$ cat config.mk
export PLATFORM = sky130hd
export DESIGN_NAME = aae_cordic_cell
export DESIGN_NICKNAME = d
export VERILOG_FILES = /design/src/rtl/core/aae_pkg.sv /design/src/rtl/core/aae_cordic_cell.sv
export SDC_FILE = /design/constraint.sdc
export NUM_CORES = 1
export LEC_CHECK = 0
export BUFFER_PORTS_ARGS = -buffer_cell sky130_fd_sc_hd__clkbuf_2
export CORE_UTILIZATION = 25
export DETAILED_ROUTE_END_ITERATION = 7
export SLEW_MARGIN = 40
export SYNTH_ARGS = -nofsm -noshare
export SYNTH_HDL_FRONTEND = slang
export SYNTH_SLANG_ARGS = --single-unit
export TNS_END_PERCENT = 5
$ cat constraint.sdc
create_clock -name i_clk -period 8.12 [get_ports i_clk]
set_clock_uncertainty 0.2 [all_clocks]
set_input_delay 1.624 -clock i_clk [delete_from_list [all_inputs] [get_ports i_clk]]
set_output_delay 1.624 -clock i_clk [all_outputs]
set_load 0.02 [all_outputs]
$ cat src/rtl/core/aae_pkg.sv
// ----------------------------------------------------------------------------
// aae_pkg: shared constants, types and helpers of the attitude angle error core
// Fixed-point limits, register indexes, job codes and the arctangent table.
// ----------------------------------------------------------------------------
package aae_pkg;

    localparam int COMPONENT_BITS_DEF  = 18;
    localparam int ANGLE_FRAC_BITS_DEF = 8;

    localparam int VEC_W        = 21;   // prescaled component, under 2^20
    localparam int PRE_LIM      = 20;
    localparam int REJ_LIM      = 30;
    localparam int PAIR_LIM     = 30;
    localparam int CORDIC_STEPS = 28;
    localparam int ACC_FRAC     = 24;
    localparam int RAD_W        = 62;   // radicand and root working width
    localparam int SQRT_CELLS   = 31;
    localparam int Z_W          = 34;   // angle accumulator, 2^-24 degree
    localparam int NORM_MSB     = 58;

    localparam longint DEG_PER_RAD_Q24 = 961263669;
    localparam int     TGT_ONE         = 65536;

    localparam int CFG_ADDR_W = 3;
    localparam logic [CFG_ADDR_W-1:0] REG_TGT_FORE_X = 3'd0;
    localparam logic [CFG_ADDR_W-1:0] REG_TGT_FORE_Y = 3'd1;
    localparam logic [CFG_ADDR_W-1:0] REG_TGT_FORE_Z = 3'd2;
    localparam logic [CFG_ADDR_W-1:0] REG_TGT_TOP_X  = 3'd3;
    localparam logic [CFG_ADDR_W-1:0] REG_TGT_TOP_Y  = 3'd4;
    localparam logic [CFG_ADDR_W-1:0] REG_TGT_TOP_Z  = 3'd5;

    localparam logic [1:0] JOB_PITCH = 2'd0;
    localparam logic [1:0] JOB_YAW   = 2'd1;
    localparam logic [1:0] JOB_ROLL  = 2'd2;

    typedef struct packed {
        logic [1:0] job;
        logic       degen;
        logic       neg;
    } t_tag;

    typedef struct packed {
        logic signed [PAIR_LIM:0] d;
        t_tag                     tag;
    } t_sq_side;

    typedef struct packed {
        logic base;
        t_tag tag;
    } t_cd_side;

    // atan(2^-i) in degrees, scaled by 2^24
    localparam longint ATAN_HEAD [12] = '{
        754974720, 445687602, 235489088, 119537938, 60000934, 30029717,
        15018523, 7509720, 3754917, 1877466, 938734, 469367
    };

    function automatic logic signed [Z_W-1:0] atan_entry(input int i);
        longint v;
        if (i < 12) begin
            v = ATAN_HEAD[i];
        end else begin
            v = (DEG_PER_RAD_Q24 + (longint'(1) << (i - 1))) >> i;
        end
        return Z_W'(v);
    endfunction

    function automatic logic [63:0] magn64(input logic signed [63:0] v);
        return v[63] ? 64'(-v) : 64'(v);
    endfunction

    function automatic logic [5:0] msb64(input logic [63:0] v);
        logic [5:0] idx;
        idx = '0;
        for (int i = 0; i < 64; i++) begin
            if (v[i]) idx = 6'(i);
        end
        return idx;
    endfunction

endpackage

$ cat src/rtl/core/aae_cordic_cell.sv
// ----------------------------------------------------------------------------
// aae_cordic_cell: one vectoring rotation step
// Rotates toward the x axis and accumulates the step angle.
// ----------------------------------------------------------------------------
module aae_cordic_cell
    import aae_pkg::*;
#(
    parameter int IDX    = 0,
    parameter int SIDE_W = 1
) (
    input  logic                  i_clk,
    input  logic                  i_rst_n,
    input  logic                  i_vld,
    input  logic signed [63:0]    i_x,
    input  logic signed [63:0]    i_y,
    input  logic signed [Z_W-1:0] i_z,
    input  logic [SIDE_W-1:0]     i_side,
    output logic                  o_vld,
    output logic signed [63:0]    o_x,
    output logic signed [63:0]    o_y,
    output logic signed [Z_W-1:0] o_z,
    output logic [SIDE_W-1:0]     o_side
);

    localparam logic signed [Z_W-1:0] ANG = atan_entry(IDX);

    always_ff @(posedge i_clk) begin
        if (!i_rst_n) begin
            o_vld <= 1'b0;
        end else begin
            o_vld <= i_vld;
        end
    end

    always_ff @(posedge i_clk) begin
        o_side <= i_side;
        if (i_y > 0) begin
            o_x <= i_x + (i_y >>> IDX);
            o_y <= i_y - (i_x >>> IDX);
            o_z <= i_z + ANG;
        end else begin
            o_x <= i_x - (i_y >>> IDX);
            o_y <= i_y + (i_x >>> IDX);
            o_z <= i_z - ANG;
        end
    end

endmodule

; After elaboration in Yosys (flattened, before gate mapping)
; Index checks and enable logic that the tools add are counted.
[classes]
mux = 3
add_sub_neg = 5
magnitude_cmp = 1
[op_table]
columns = cell, n
row1 = $mux W64, 2
row2 = $sub A64 B64 Y64, 2
row3 = $add A64 B64 Y64, 1
row4 = $gt A64 B1 Y1 const B, 1
row5 = $add A34 B31 Y34 const B, 1
row6 = $mux W34, 1
row7 = $sub A34 B31 Y34 const B, 1
[word_totals]
wordCells = 14
regBits = 164
out_inout_bits = 164
input_bits = 166

; Longest topological paths before layout
[depth]
word_depth = 2
ltp_mapped = 18
ltp_nobuf = 14

; Worst setup path before layout
; No wires, ideal clock.
[synth_timing]
path_type = input port to flip-flop
start = in i_y[48]
end = reg o_z[33]
arrival_ns = 4.691
path_buffers = 3
cell_stages = 17
t_required_ns = 7.800
setup_time_ns = 0.120
path_slack_ns = 3.109
path_cell_list = nor4_1 nand4_1 nor4_1 or2_2 clkbuf_1 clkbuf_1 buf_1 ha_1 a21o_1 a21oi_1 o21bai_1 a21oi_1 o21bai_1 a21oi_1 o21bai_1 a21oi_1 xnor2_1
[synth_via]
elab_chain_len = 2
[synth_rtl]
columns = element, line_no
row1 = "start, declared", aae_cordic_cell.sv:15  ; input logic signed [63:0] i_y,
row2 = $gt A64 B1 Y1, aae_cordic_cell.sv:37  ; if (i_y > 0) begin
row3 = $mux W34, aae_cordic_cell.sv:37
row4 = "end signal, assigned", aae_cordic_cell.sv:40  ; o_z <= i_z + ANG;
row5 = "end signal, assigned", aae_cordic_cell.sv:44  ; o_z <= i_z - ANG;
row6 = "end, declared", aae_cordic_cell.sv:21  ; output logic signed [Z_W-1:0] o_z,
; No other way between the ends.
; A chain may end at the register's enable or synchronous reset.

; Final worst setup path
[layout_timing]
start = in i_y[36]
end = reg o_z[33]
; Same word-level chain as after synthesis.

==> results.txt <==
- Via total after detailed routing: 17340
- The floorplan step defined a core boundary enclosing 63080 µm².
- The placed instances occupy a cell area of 18370 µm².
* Number of DRC violations after detailed routing: 0
- TritonCTS built the clock tree.
- Sum of buffers and inverters on the critical path: 2
- Of the available clock period, the critical path in the final layout requires 0.6810.
- Cell types with the highest counts after synthesis: a21oi_1, inv_1, ha_1
- After detailed routing, the average wire length per cell comes to 21.93 µm.
* Number of failing setup endpoints in the final timing report: 0
- Yosys instantiated no cell more often than a21oi_1.
* Count of maximum capacitance violations: 0
- In this run, the number of DRC markers left after iteration 0 of detailed routing was 1843.
* Pre-Repair DR Iteration Count: 6
- Power density over cell area: 182.9 nW/µm²
* Mean area per synthesized cell: 7.389 µm²
- After the last flow step, the layout net total stands at 2794.
* Cell Chain, Critical Path: clkbuf_2, nor4_1, nand4_1, nor4_1, or2_4, buf_4, ha_1, a21o_1, a21oi_1, o21bai_1, a21oi_1, o21bai_1, a21oi_1, o21bai_1, a21oi_1, xnor2_1
- The setup path with the least slack is of type in -> reg.
- Hold repair after CTS inserted 0 buffers.
- The total count of max-transition violations in the final report was 0.
- Share of flip-flops with an asynchronous set or reset: 0
- Die area: 64940 µm²
- Maximum clock frequency: 0.1808 GHz
* Vias in the first global route: 16090
* Die Wd: 254.8 µm
* Clk sinks: 163
* Combined global-route utilization of all metal layers: 0.2156
- Most used cell, CP: a21oi_1
- Final hold vios: 0
- Among cell families on the critical path, the largest total delay comes from simple AND/OR/NAND/NOR gates.
- Crit start category: input port
* Post-cts resize count: 0
- HPWL after DPL: 59.88 mm
- Antenna violations before repair: 3
- The slowest stage of the critical path belongs to the cell nor4_1.
- Worst path arrival time: 5710 ps
* Avg Vias per Cell: 5.276
- Net count after synthesis: 2530
- Setup Buffers After CTS: 0
- For this run, the number of Yosys warnings is 0.
- RePlAce Congestion: 1.008
- Kind of end point of the critical path: flip-flop
* Fillers: 7054
- Setup_tns: 0 ps
* Vertical extent of the die: 254.8 µm
- Of all nets on the critical path, the largest fanout is 64.
- Synth top area cells: dfxtp_1, ha_1, a21oi_1, xnor2_1, inv_1
- Clock-pin slew was measured on the worst setup and hold paths at 70 ps.
- IO Pins: 330
* Maximum number of pins on one net before global-route repair: 74
* Number of port buffers: 329
- Compared with the post-synthesis result, the final layout area differs by 18.55%.
- Flip-flop and latch count after synthesis: 163
- For this run, the slowest stage of the critical path takes 730 ps.
* Rows: 92
- The tightest min-delay check is of the in -> reg type.
- Cell Count Post-Placement: 3254
- Dominant cell type by area after synthesis: dfxtp_1
* Clock root buffer: clkbuf_16
- Data on the critical path is required at its endpoint by 8300 ps.
* Most used flip-flop cell after synthesis: dfxtp_1
* Post-synthesis cell count: 2163
- The count of nets left with antenna violations once routing finished came out at 0.
* Finished layout cell area: 18950 µm²
- The flow ran to the end, and the final reports show no timing, DRC or antenna violations.
* IR Drop Worst-Case VDD: 0.0001389 V
* Max-Slew Margin vs Limit: 0.3956
- For this run, the register share of the synthesized area comes to 0.2042.
* Min cycle time layout: 5530 ps
* Ratio of cells with drive above 1 in the final layout: 0.1689
- Cell variety after synth: 84
- Global-route wire length before repair: 103.7 mm
* Final cell count without fillers: 3286
* Share of the synthesized area in the top cell type: 0.2042
- Total length of routed wires: 72.05 mm
- H-tree lvl count: 4
- Cell area after technology mapping: 15980 µm²
- In this run, synthesis inferred 0 flip-flops with an integrated enable.
* Remaining Overflow, GRT: 0
- For this configuration, the core starts out at a cell density of 0.2534.
* Number of clock buffers inserted by TritonCTS: 17
* Maximum root-to-sink buffer count: 2
- Setup repair after global routing missed its margin: false
- Leakage dissipation: 8.586 nW
* Transition time at the pin with the least slew margin: 898.3 ps
==> stage by stage <==
stage	power, mW	hold WS [ps]	worst slack [ps]	util
final	3.465	1026	2590	0.3003
after global routing	3.648	996.8	2329	0.3003
after CTS	3.480	985.4	2571	0.3001
after detailed placement	2.623	1528	2028	0.2913
after global placement	2.634	1526	2018	0.2913
after floorplan	2.027	1452	3109	-
==> kinds of logic after synthesis <==
group / Yosys count / share of synthesized area
compound gates: 759 / 0.2986
simple gates: 564 / 0.1700
buf+inv: 313 / 0.07641
fa+ha+maj: 201 / 0.1592
flops: 163 / 0.2042
xor+xnor: 134 / 0.07344
mux: 29 / 0.01816
==> state kept, by name, summed over array words and instances (netlist names) <==
signal and cells:
o_z 34, o_x 64, o_y 63, o_side 1
o_vld 1
==> cells in the final DEF (no fill, tap or decap), types with 12 or more instances in the layout <==
master       n
clkbuf_2   329
a21oi_1    304
inv_1      210
ha_1       197
nor2_1     196
dfxtp_1    163
o21ai_0    142
xnor2_1    128
nand2_1    127
o21bai_1    72
nor4_1      39
nand4_1     38
nand3_1     38
a21o_1      35
nor3_1      32
o31ai_1     30
mux2i_1     29
a31oi_1     17
clkbuf_16   17
nor2b_1     16
o21a_1      15
o211ai_1    14
nand2b_1    13
and2_1      13
a211oi_1    13
buf_4       12
==> cell type report <==
type / count / area (µm²) / area share
multi-input combinational: 1687 / 11510 / 0.6076
sequential: 163 / 3263 / 0.1722
timing repair buffer: 341 / 1737 / 0.09167
tap: 846 / 1059 / 0.05587
inverter: 217 / 815.8 / 0.04306
clock buffer: 18 / 429.2 / 0.02265
clock inverter: 13 / 127.6 / 0.006736
antenna: 1 / 2.502 / 0.0001321
==> path summary, 6_finish.rpt <==
kind                           to  cells past startpoint  slack, ps    start
hold / removal    o_z[11]$_DFF_P_                      1       1030  i_z[11]
setup / recovery  o_z[33]$_DFF_P_                     16       2590  i_y[36]
==> layer usage <==
metal	global-route usage	vias up	share of wire
met2	0.3358	904	0.44
met5	0	-	0.00043
met3	0.04678	96	0.083
met4	0.07117	4	0.026
met1	0.2928	8137	0.45
li1	-	8195	-
==> power by group <==
part | switching (mW) | internal, mW
logic | 1.07 | 0.509
registers | 0.0804 | 0.974
clock network | 0.407 | 0.424
Note: power is estimated with default switching activity, not from simulation.
