===== src/rtl/core/aae_pkg.sv =====
// ----------------------------------------------------------------------------
// aae_pkg: shared constants, types and helpers of the attitude angle error core
// Fixed-point limits, register indexes, job codes and the arctangent table.
// ----------------------------------------------------------------------------
package aae_pkg;

    localparam int COMPONENT_BITS_DEF  = 18;
    localparam int ANGLE_FRAC_BITS_DEF = 8;

    localparam int VEC_W        = 21;   // prescaled component, under 2^20
    localparam int PRE_LIM      = 20;
    localparam int REJ_LIM      = 30;
    localparam int PAIR_LIM     = 30;
    localparam int CORDIC_STEPS = 28;
    localparam int ACC_FRAC     = 24;
    localparam int RAD_W        = 62;   // radicand and root working width
    localparam int SQRT_CELLS   = 31;
    localparam int Z_W          = 34;   // angle accumulator, 2^-24 degree
    localparam int NORM_MSB     = 58;

    localparam longint DEG_PER_RAD_Q24 = 961263669;
    localparam int     TGT_ONE         = 65536;

    localparam int CFG_ADDR_W = 3;
    localparam logic [CFG_ADDR_W-1:0] REG_TGT_FORE_X = 3'd0;
    localparam logic [CFG_ADDR_W-1:0] REG_TGT_FORE_Y = 3'd1;
    localparam logic [CFG_ADDR_W-1:0] REG_TGT_FORE_Z = 3'd2;
    localparam logic [CFG_ADDR_W-1:0] REG_TGT_TOP_X  = 3'd3;
    localparam logic [CFG_ADDR_W-1:0] REG_TGT_TOP_Y  = 3'd4;
    localparam logic [CFG_ADDR_W-1:0] REG_TGT_TOP_Z  = 3'd5;

    localparam logic [1:0] JOB_PITCH = 2'd0;
    localparam logic [1:0] JOB_YAW   = 2'd1;
    localparam logic [1:0] JOB_ROLL  = 2'd2;

    typedef struct packed {
        logic [1:0] job;
        logic       degen;
        logic       neg;
    } t_tag;

    typedef struct packed {
        logic signed [PAIR_LIM:0] d;
        t_tag                     tag;
    } t_sq_side;

    typedef struct packed {
        logic base;
        t_tag tag;
    } t_cd_side;

    // atan(2^-i) in degrees, scaled by 2^24
    localparam longint ATAN_HEAD [12] = '{
        754974720, 445687602, 235489088, 119537938, 60000934, 30029717,
        15018523, 7509720, 3754917, 1877466, 938734, 469367
    };

    function automatic logic signed [Z_W-1:0] atan_entry(input int i);
        longint v;
        if (i < 12) begin
            v = ATAN_HEAD[i];
        end else begin
            v = (DEG_PER_RAD_Q24 + (longint'(1) << (i - 1))) >> i;
        end
        return Z_W'(v);
    endfunction

    function automatic logic [63:0] magn64(input logic signed [63:0] v);
        return v[63] ? 64'(-v) : 64'(v);
    endfunction

    function automatic logic [5:0] msb64(input logic [63:0] v);
        logic [5:0] idx;
        idx = '0;
        for (int i = 0; i < 64; i++) begin
            if (v[i]) idx = 6'(i);
        end
        return idx;
    endfunction

endpackage


===== src/rtl/core/aae_sqrt_cell.sv =====
// ----------------------------------------------------------------------------
// aae_sqrt_cell: one bit of the integer square root chain
// Tries one root bit per cell and hands the remainder on.
// ----------------------------------------------------------------------------
module aae_sqrt_cell
    import aae_pkg::*;
#(
    parameter int BIT_POS = 0,
    parameter int SIDE_W  = 1
) (
    input  logic              i_clk,
    input  logic              i_rst_n,
    input  logic              i_vld,
    input  logic [RAD_W-1:0]  i_rem,
    input  logic [RAD_W-1:0]  i_root,
    input  logic [SIDE_W-1:0] i_side,
    output logic              o_vld,
    output logic [RAD_W-1:0]  o_rem,
    output logic [RAD_W-1:0]  o_root,
    output logic [SIDE_W-1:0] o_side
);

    localparam logic [RAD_W:0] BIT = (RAD_W+1)'(1) << BIT_POS;

    logic [RAD_W:0]   trial;
    logic             take;
    logic [RAD_W-1:0] n_rem;
    logic [RAD_W-1:0] n_root;

    always_comb begin
        trial = {1'b0, i_root} + BIT;
        take  = ({1'b0, i_rem} >= trial);
        if (take) begin
            n_rem  = RAD_W'({1'b0, i_rem} - trial);
            n_root = RAD_W'({1'b0, i_root >> 1} + BIT);
        end else begin
            n_rem  = i_rem;
            n_root = i_root >> 1;
        end
    end

    always_ff @(posedge i_clk) begin
        if (!i_rst_n) begin
            o_vld <= 1'b0;
        end else begin
            o_vld <= i_vld;
        end
    end

    always_ff @(posedge i_clk) begin
        o_rem  <= n_rem;
        o_root <= n_root;
        o_side <= i_side;
    end

endmodule


===== config.mk =====
export PLATFORM = sky130hd
export DESIGN_NAME = aae_sqrt_cell
export DESIGN_NICKNAME = d
export VERILOG_FILES = /design/src/rtl/core/aae_pkg.sv /design/src/rtl/core/aae_sqrt_cell.sv
export SDC_FILE = /design/constraint.sdc
export NUM_CORES = 1
export LEC_CHECK = 0
export BUFFER_PORTS_ARGS = -buffer_cell sky130_fd_sc_hd__buf_2
export CAP_MARGIN = 5
export CORE_UTILIZATION = 34
export DETAILED_ROUTE_END_ITERATION = 12
export HOLD_SLACK_MARGIN = 0.1
export SLEW_MARGIN = 5
export SYNTH_ARGS = -nofsm -noshare
export SYNTH_HDL_FRONTEND = slang
export SYNTH_SLANG_ARGS = --single-unit

===== constraint.sdc =====
create_clock -name i_clk -period 6.7 [get_ports i_clk]
set_clock_uncertainty 0.2 [all_clocks]
set_input_delay 1.34 -clock i_clk [delete_from_list [all_inputs] [get_ports i_clk]]
set_output_delay 1.34 -clock i_clk [all_outputs]
set_load 0.02 [all_outputs]

### Yosys cells after proc, flatten, opt, wreduce, memory -nomap -nowiden

Cells that the tools add are included.

| operators by class | value |
|---|---|
| $lt $le $gt $ge | 1 |
| $add $sub $neg | 3 |
| multiplexer cells | 2 |

Operators by type and width:

| cell | number |
|---|---|
| $add 62x1->63 const B | 1 |
| $ge 62x63->1 | 1 |
| $add 61x1->62 const B | 1 |
| $mux 62 | 1 |
| $sub 62x62->62 | 1 |
| $mux 61 | 1 |

| word-level totals | value |
|---|---|
| register bits | 126 |
| logic and storage cells | 11 |
| input port bits | 128 |
| output and inout port bits | 126 |

### Longest topological paths before layout

Gate-level depths: netlist (run 1).

| depth | value |
|---|---|
| depth in word-level cells | 3 |
| mapped depth | 23 |
| mapped depth without buffers | 19 |

### Worst setup path before layout (run 1)

No wires, ideal clock.

| path | value |
|---|---|
| path kind | input port to flip-flop |
| start | input port i_root[4] |
| end | register o_rem[60] |
| slack | 0.964 ns |
| path buffers | 1 |
| setup time | 0.117 ns |
| data required time | 6.383 ns |
| stages | 19 |
| arrival | 5.419 ns |
| cells stage by stage | buf_2 nand3_1 nor3_1 nand2_1 nor3_1 nand4_1 or2_2 xor2_1 ha_1 a21oi_1 o21ai_1 a2111oi_0 nor4_1 a2111o_1 a31o_1 a21boi_2 o21ai_1 xnor2_1 o21ai_1 |

| between the ends | value |
|---|---|
| longest elaborated chain between the ends | 3 |
| elaborated cells on any way between the ends | 4 |
| those cells by class | add/sub: 2; order compare: 1; mux: 1 |

RTL lines:

| element | line | RTL |
|---|---|---|
| start, declared | aae_sqrt_cell.sv:15 | `input logic [RAD_W-1:0] i_root,` |
| $add 62x1->63 * | aae_sqrt_cell.sv:31 | `trial = {1'b0, i_root} + BIT;` |
| $sub 62x62->62 / $ge 62x63->1 (equally long branches) | aae_sqrt_cell.sv:34, aae_sqrt_cell.sv:32 |  |
| $mux 62 * | aae_sqrt_cell.sv:33 | `if (take) begin` |
| named net n_rem[60] | aae_sqrt_cell.sv:27 | `logic [RAD_W-1:0] n_rem;` |
| end signal, assigned | aae_sqrt_cell.sv:51 | `o_rem <= n_rem;` |
| end, declared | aae_sqrt_cell.sv:18 | `output logic [RAD_W-1:0] o_rem,` |

Mark *: on every way through the listed nets, which the timed path passes. The rest lies on a longest branch.
A chain may end at the register's enable or synchronous reset.

### Final worst setup path (run 1)

| path | value |
|---|---|
| start | input port i_root[2] |
| end | register o_rem[60] |

The elaborated chain is that of the path after synthesis.

==> results.json, run 1 <==
{
  "run_status": "finished clean",
  "wire_per_inst_microns": 19.4,
  "port_buffers": 253,
  "grt_pass1_wl_microns": 52600,
  "slew_headroom_pct": 61.1,
  "io_pins": 254,
  "syn-cell-area_sq_mm": 0.00924,
  "hold_viol_final": 0,
  "irDropWorstVdd_mv": 0.137,
  "period_needed_ns": 5.95,
  "grt_max_degree": 91,
  "synth_edf_count": 0,
  "critPathCapture": "o_rem[60]",
  "die_w_microns": 167,
  "holdBufCountCts": 0,
  "final.setup.tns_ns": 0,
  "cts.repair.resized": 0,
  "antenna_found_initial": 3,
  "path_clk_slew_ns": 0.07,
  "ys_types": 65,
  "num_vias": 9755,
  "design_area_sq_mm": 0.0115,
  "drive_above_1_share_pct": 22.6,
  "ys_seq_area_share_pct": 27.3,
  "yosys-top-cells-area": "dfxtp_1 (27%), xor2_1 (9.7%), ha_1 (8.7%)",
  "yosys_register_bits": 126,
  "cts_tree": "yes",
  "period_share_pct": 88.8,
  "initial_core_util_pct": 35.1,
  "powerDensity_mw_per_mm2": 240,
  "wirelength_microns": 34800,
  "grt_use_total_pct": 24.5,
  "clock_sinks": 126,
  "dr.pass1.iters": 5,
  "crit_type": "input port to flip-flop",
  "num-fill-cells": 2683,
  "report.final.slew_viol_count": 0,
  "setup_viol": 0,
  "yosys.area.top_type": "dfxtp_1",
  "final_cell_count_no_fill": 1799,
  "grt_pass1_vias": 9400,
  "syn_to_final_growth_pct": 24.1,
  "htreeDepth": 4,
  "fmax_mhz": 168,
  "synth.most_common_cell": "nand2_1",
  "dpl_cell_area_sq_mm": 0.0109,
  "ys.flop_type": "dfxtp_1",
  "end_kind": "flip-flop",
  "syn_nets": 1408,
  "path_max_fanout": 6,
  "dp_hpwl_microns": 28100,
  "worst_setup_path_start_kind": "input port",
  "hp-start": "i_side",
  "rows": 59,
  "required_ns": 6.82,
  "postSynthCellCount": 1215,
  "layout.nets": 1642,
  "place_congestion": 0.968,
  "max_cap_viol_count": 0,
  "routed_via_density": 5.42,
  "power.leakage_uw": 0.00507,
  "antenna_left": 0,
  "worst_slew_pin_slew_ns": 0.580,
  "drt_first_iter_violations": 707,
  "root_buffer": "clkbuf_16",
  "synth_top_area_share_pct": 27.3,
  "grt_overflow_total": 0,
  "synthTopCellsByCount": "nand2_1 (167), dfxtp_1 (126), xor2_1 (102)",
  "hold_path_class": "input port to flip-flop",
  "cts_max_path_buffers": 2,
  "postSynthAreaPerCell_sq_um": 7.61,
  "dp.cells": 1765,
  "critPathArrivalTime_ns": 6.08,
  "die_area_sq_mm": 0.0278,
  "cts_buffers": 17,
  "core_sq_mm": 0.0264,
  "die_y_microns": 167,
  "async_flop_share_pct": 0,
  "drc": 0,
  "startpoint": "i_root[2]",
  "rsz0062_at_grt": "no",
  "cts_setup_buffers": 0,
  "yosysWarnings": 0
}
[power breakdown]
| part | switching (uW) | internal, uW |
|---|---|---|
| clock network | 428 | 561 |
| registers | 28.4 | 846 |
| logic | 576 | 317 |
| total | 1030 | 1720 |
[through the flow]
stage / hold slack, ns / total power, uW / worst slack (ns) / utilization, %
floorplan: 1.17 / 1460 / 0.964 / -
global placement: 1.24 / 1770 / 0.459 / 41.2
detailed placement: 1.25 / 1770 / 0.421 / 41.2
CTS: 0.799 / 2760 / 0.846 / 43.5
global route: 0.805 / 2880 / 0.421 / 43.5
finish: 0.809 / 2760 / 0.748 / 43.5
[cells by family (layout without fill, tap and decap cells)]
kind of cell,count (synthesis),after routing,synth area share [%]
buffers and inverters,92,339,4.30
DFF,126,126,27.3
other,0,2,0
adders and majority gates,65,65,8.88
xor gates and xnor gates,177,177,16.8
muxes,3,3,0.365
AOI/OAI and AO/OA,282,282,18.4
and+or+nand+nor,470,470,23.9
[metal layers]
metal / track usage (%) / part of all wire (%)
met1: 31.4 / 44
met2: 39.1 / 45
met3: 5.35 / 7.6
met4: 11.0 / 3.9
met5: 0 / 0.037
[area by class of cell]
class                      instances  area (sq um)  share of cell area [%]
antenna                            2          5.00                  0.0436
clock buffer                      17           425                    3.71
clock inverter                    15           173                    1.51
inverter                          25          93.8                   0.818
multi-input combinational        997          6320                    55.1
sequential                       126          2520                    22.0
tap                              335           419                    3.65
timing repair buffer             282          1510                    13.2
[sequential cells by signal, indices dropped and copies added, names as in the netlist]
signal	count
o_rem	62
o_root	62
o_vld	1
o_side	1
[worst max-delay path, cell delays in order]
cell and delay (ns):
buf_2 0.13, ha_1 0.28, nand3_1 0.11, nor3_1 0.15, buf_4 0.17, nand2_1 0.12, nor3_1 0.31, nand4_1 0.17
or2_2 0.31, xor2_1 0.22, ha_1 0.33, a21oi_1 0.22, o21ai_1 0.13, a2111oi_0 0.45, buf_4 0.20, nor4_1 0.05
a2111o_1 0.52, a31o_1 0.32, a21boi_2 0.20, o21ai_1 0.10, xnor2_1 0.15, o21ai_1 0.08
[worst min-delay path by stage]
stage / to / slack (ns) / cells after the start
detailed placement: o_side / 1.25 / 1
global route: o_side / 0.81 / 1
finish: o_side / 0.81 / 1
CTS: o_side / 0.80 / 1
global placement: o_side / 1.24 / 1
floorplan: o_side / 1.17 / 0
[cells in the final DEF (no fill, tap or decap), types with 11 or more instances in the layout]
master	Yosys	layout
buf_2	12	253
nand2_1	167	167
dfxtp_1	126	126
xor2_1	102	102
nor2_1	95	95
o21ai_0	80	80
a21oi_1	76	76
xnor2_1	75	75
ha_1	64	64
nand3_1	46	46
nor3_1	45	45
nand4_1	39	39
a21o_1	29	29
o21ai_1	28	28
buf_4	8	27
inv_1	24	24
clkbuf_16	0	17
nor4_1	16	16
and3_1	13	13
or3_1	12	12
a211oi_1	11	11
Power figures use the tool's default switching activity.
==> run 2, diff against run 1 <==
--- a/config.mk
+++ b/config.mk
@@ -8,7 +8,9 @@
 export BUFFER_PORTS_ARGS = -buffer_cell sky130_fd_sc_hd__buf_2
 export CAP_MARGIN = 5
+export CORE_MARGIN = 8
 export CORE_UTILIZATION = 34
 export DETAILED_ROUTE_END_ITERATION = 12
 export HOLD_SLACK_MARGIN = 0.1
+export SKIP_CTS_REPAIR_TIMING = 1
 export SLEW_MARGIN = 5
 export SYNTH_ARGS = -nofsm -noshare
--- a/constraint.sdc
+++ b/constraint.sdc
@@ -3,3 +3,3 @@
 set_input_delay 1.34 -clock i_clk [delete_from_list [all_inputs] [get_ports i_clk]]
 set_output_delay 1.34 -clock i_clk [all_outputs]
-set_load 0.02 [all_outputs]
+set_load 0.005 [all_outputs]
==> results.json, run 2 (synthesis results as in run 1) <==
{
  "antenna_left": 0,
  "cts_tree": "yes",
  "grt_pass1_vias": 9759,
  "end_kind": "flip-flop",
  "grt_max_degree": 50,
  "wirelength_microns": 36600,
  "hp-start": "i_side",
  "path_clk_slew_ns": 0.06,
  "io_pins": 254,
  "run_status": "finished clean",
  "layout_common_cells": "buf_2 (253), nand2_1 (167), dfxtp_1 (126)",
  "hold_viol_final": 0,
  "htreeDepth": 4,
  "rows": 60,
  "routed_via_density": 5.36,
  "critPathSlowestCell": "or2_2",
  "slowest_delay_ns": 0.42,
  "powerDensity_mw_per_mm2": 237,
  "worst_setup_path_start_kind": "input port",
  "layout.nets": 1642,
  "grt_pass1_wl_microns": 55500,
  "path_max_fanout": 45,
  "cts_max_path_buffers": 2,
  "root_buffer": "clkbuf_16",
  "crit_chain": "buf_2 -> ha_1 -> nand3_1 -> or3_1 -> nor2_1 -> nand3_1 -> or2_2 -> nor2_1 -> xnor2_1 -> ha_1 -> a21o_1 -> a21o_1 -> a21oi_1 -> o21ai_0 -> a32o_1 -> nor2_1 -> a21oi_2 -> nand2_4 -> buf_4 -> mux2_1",
  "fin_util_pct": 43.1,
  "ff_latch_area_sq_mm": 0.00252,
  "power.leakage_uw": 0.00509,
  "wire_per_inst_microns": 20.3,
  "drive_above_1_share_pct": 22.5,
  "antenna_found_initial": 2,
  "syn_to_final_growth_pct": 24.9,
  "critPathMostFrequentCell": "nor2_1",
  "place_congestion": 0.935,
  "port_buffers": 253,
  "largest_registers": "o_rem: 62 flops, o_root: 62 flops",
  "initial_core_util_pct": 34.5,
  "core_sq_mm": 0.0268,
  "critPathArrivalTime_ns": 6.14,
  "cts_buffers": 17,
  "crit_type": "input port to flip-flop",
  "hold_path_class": "input port to flip-flop",
  "period_share_pct": 89.8,
  "max_cap_viol_count": 0,
  "num_vias": 9665,
  "die_y_microns": 181,
  "period_needed_ns": 6.01,
  "num-fill-cells": 2751,
  "dr.pass1.iters": 7,
  "grt_overflow_total": 0,
  "fmax_mhz": 166,
  "worst_slew_pin_slew_ns": 0.711,
  "setup_viol": 0,
  "final_common_cell": "buf_2",
  "grt_use_total_pct": 21.6,
  "min_to": "o_side",
  "drt_first_iter_violations": 857,
  "die_area_sq_mm": 0.0327,
  "slew_headroom_pct": 52.3,
  "hold_depth": 1,
  "required_ns": 6.82,
  "irDropWorstVdd_mv": 0.152,
  "final.setup.tns_ns": 0,
  "dp_hpwl_microns": 29800,
  "rsz0062_at_grt": "no",
  "drc": 0,
  "report.final.slew_viol_count": 0,
  "clock_sinks": 126,
  "die_w_microns": 181,
  "multi_input_area_sq_mm": 0.00632
}
run 2: final cells by class:
class / instances / area share, %
clock inverter: 13 / 1.83
multi-input combinational: 997 / 54.8
antenna: 1 / 0.0217
tap: 341 / 3.70
timing repair buffer: 282 / 13.2
sequential: 126 / 21.9
clock buffer: 19 / 3.84
inverter: 25 / 0.813
run 2: how the worst max path moves through the flow:
| stage | from | to | cells past startpoint |
|---|---|---|---|
| 2_1_floorplan | i_root[4] | o_rem[60] | 19 |
| 3_3_place_gp | i_root[1] | o_rem[28] | 20 |
| 3_5_place_dp | i_root[1] | o_rem[28] | 20 |
| 4_1_cts | i_root[1] | o_rem[28] | 20 |
| 5_1_grt | i_root[22] | o_root[57] | 21 |
| 6_report | i_root[1] | o_rem[28] | 20 |
run 2: power breakdown:
| part | total (uW) | internal [uW] | leakage, uW | switching [uW] |
|---|---|---|---|---|
| combinational | 787 | 317 | 0.00372 | 470 |
| sequential | 871 | 846 | 0.00106 | 24.6 |
| clock | 1080 | 672 | 0.000306 | 405 |
run 2: per-layer routing:
| layer | track usage [%] | wire (microns) | up-vias |
|---|---|---|---|
| met5 | 0 | 20 | - |
| met4 | 7.24 | 913 | 4 |
| met3 | 5.44 | 2760 | 69 |
| met2 | 34.9 | 16500 | 424 |
| met1 | 27.6 | 16400 | 4422 |
| li1 | - | - | 4746 |
run 2: through the flow:
stage | hold slack (ns) | total power [uW] | cell area [sq um] | instances | setup WS (ns)
floorplan | 1.17 | 1350 | 9240 | 1215 | 0.964
global placement | 1.25 | 1670 | 10900 | 1771 | 0.346
detailed placement | 1.25 | 1660 | 10900 | 1771 | 0.260
CTS | 0.793 | 2740 | 11500 | 1803 | 0.700
global route | 0.788 | 2870 | 11500 | 1803 | 0.402
finish | 0.806 | 2730 | 11500 | 1804 | 0.686
run 2: worst max-delay path, delay by kind of cell:
| kind | cells | cell delay, ns |
|---|---|---|
| buffers and inverters | 2 | 0.52 |
| AND/OR/NAND/NOR | 8 | 1.99 |
| adder cells (fa/ha/maj) | 2 | 0.57 |
| AO/OA/AOI/OAI | 6 | 1.16 |
| XOR/XNOR | 1 | 0.17 |
| multiplexers | 1 | 0.35 |
==> run 3, diff against run 2 <==
Clock period 6.7 ns to 6.73 ns, I/O delays scaled along.
==> results.json, run 3 (synthesis results as in run 1) <==
{
  "crit_type": "input port to flip-flop",
  "drive_above_1_share_pct": 22.5,
  "antenna_left": 0,
  "hold_viol_final": 0,
  "critPathArrivalTime_ns": 6.39,
  "worst_setup_path_start_kind": "input port",
  "power.leakage_uw": 0.00506,
  "worst_slew_pin_slew_ns": 0.660,
  "core_sq_mm": 0.0268,
  "required_ns": 6.86,
  "drt_first_iter_violations": 965,
  "final_common_cell": "buf_2",
  "fmax_mhz": 160,
  "die_area_sq_mm": 0.0327,
  "fin_util_pct": 42.8,
  "root_buffer": "clkbuf_16",
  "finalPower_uw": 2610,
  "drc": 0,
  "dp_hpwl_microns": 29700,
  "grt_max_degree": 50,
  "irDropWorstVdd_mv": 0.156,
  "place_congestion": 0.964,
  "die_y_microns": 181,
  "cts_buffers": 17,
  "htreeDepth": 4,
  "routed_via_density": 5.42,
  "initial_core_util_pct": 34.5,
  "largest_registers": "o_rem: 62 flops, o_root: 62 flops",
  "rows": 60,
  "path_clk_slew_ns": 0.06,
  "final.setup.tns_ns": 0,
  "setup_viol": 0,
  "grt_overflow_total": 0,
  "antenna_found_initial": 2,
  "rsz0062_at_grt": "no",
  "grt_pass1_wl_microns": 56000,
  "run_status": "finished clean",
  "period_share_pct": 93.0,
  "wire_per_inst_microns": 20.2,
  "max_cap_viol_count": 0,
  "clock_sinks": 126,
  "port_buffers": 253,
  "dp.cells": 1769,
  "grt_use_total_pct": 21.7,
  "report.final.slew_viol_count": 0,
  "path_max_fanout": 6,
  "num_vias": 9764,
  "wirelength_microns": 36500,
  "layout.nets": 1640,
  "final_cell_count_no_fill": 1803,
  "hold_path_class": "input port to flip-flop",
  "layout_common_cells": "buf_2 (253), nand2_1 (167), dfxtp_1 (126)",
  "grt_pass1_vias": 9972,
  "io_pins": 254,
  "cts_max_path_buffers": 2,
  "syn_to_final_growth_pct": 24.1,
  "powerDensity_mw_per_mm2": 228,
  "end_kind": "flip-flop",
  "period_needed_ns": 6.26,
  "cts_tree": "yes",
  "die_w_microns": 181,
  "slew_headroom_pct": 55.5,
  "dr.pass1.iters": 5
}
-- run 3: changes by cell type in the layout (fill, tap and decap cells not counted) --
cell / delta
buf_4: -2
clkbuf_8: +1
clkbuf_1: -1
clkinv_4: +1
bufinv_16: -3
diode_2: +1
clkinv_2: +2
-- run 3: critical path, stage by stage --
cell,delay [ns]
buf_2,0.13
ha_1,0.19
nand3_1,0.08
nor3_1,0.15
buf_4,0.18
nand2_1,0.16
nor3_1,0.32
nand4_1,0.18
or2_2,0.31
xor2_1,0.21
ha_1,0.32
a21oi_1,0.22
o21ai_1,0.15
a2111oi_0,0.58
buf_4,0.22
nor4_1,0.05
a2111o_1,0.52
a31o_1,0.34
a21boi_2,0.28
o21ai_1,0.11
xnor2_1,0.13
o21ai_1,0.22
-- run 3: layout make-up --
type,instances,area [sq um]
Antenna cell,2,5.00
Clock buffer,19,453
Clock inverter,13,140
Fill cell,2754,15300
Inverter,25,93.8
Multi-Input combinational cell,997,6320
Sequential cell,126,2520
Tap cell,341,427
Timing Repair Buffer,280,1510
-- run 3: metrics by stage --
step / hold slack [ns] / instance area (sq um) / setup slack [ns]
3_5_place_dp: 1.25 / 10900 / 0.119
3_3_place_gp: 1.25 / 10900 / 0.145
5_1_grt: 0.812 / 11500 / 0.179
2_1_floorplan: 1.17 / 9240 / 0.988
4_1_cts: 0.805 / 11500 / 0.522
6_report: 0.822 / 11500 / 0.469
-- run 3: path summary, 6_finish.rpt --
kind | start | to | slack (ns) | cells past startpoint
worst max-delay path | i_root[2] | o_rem[60] | 0.47 | 22
worst min-delay path | i_side | o_side | 0.82 | 1
-- run 3: power by group --
group	switching [uW]	total, uW	internal, uW
combinational	468	783	315
clock	394	960	566
sequential	25.1	868	843
total	887	2610	1720
-- run 3: per-layer routing --
metal / global-route usage (%) / vias to the layer above / part of all wire [%]
met4: 8.60 / 2 / 3.1
met1: 27.3 / 4441 / 44
met5: 1.23 / - / 0.14
met3: 5.86 / 74 / 8.2
li1: - / 4749 / -
met2: 34.5 / 498 / 45
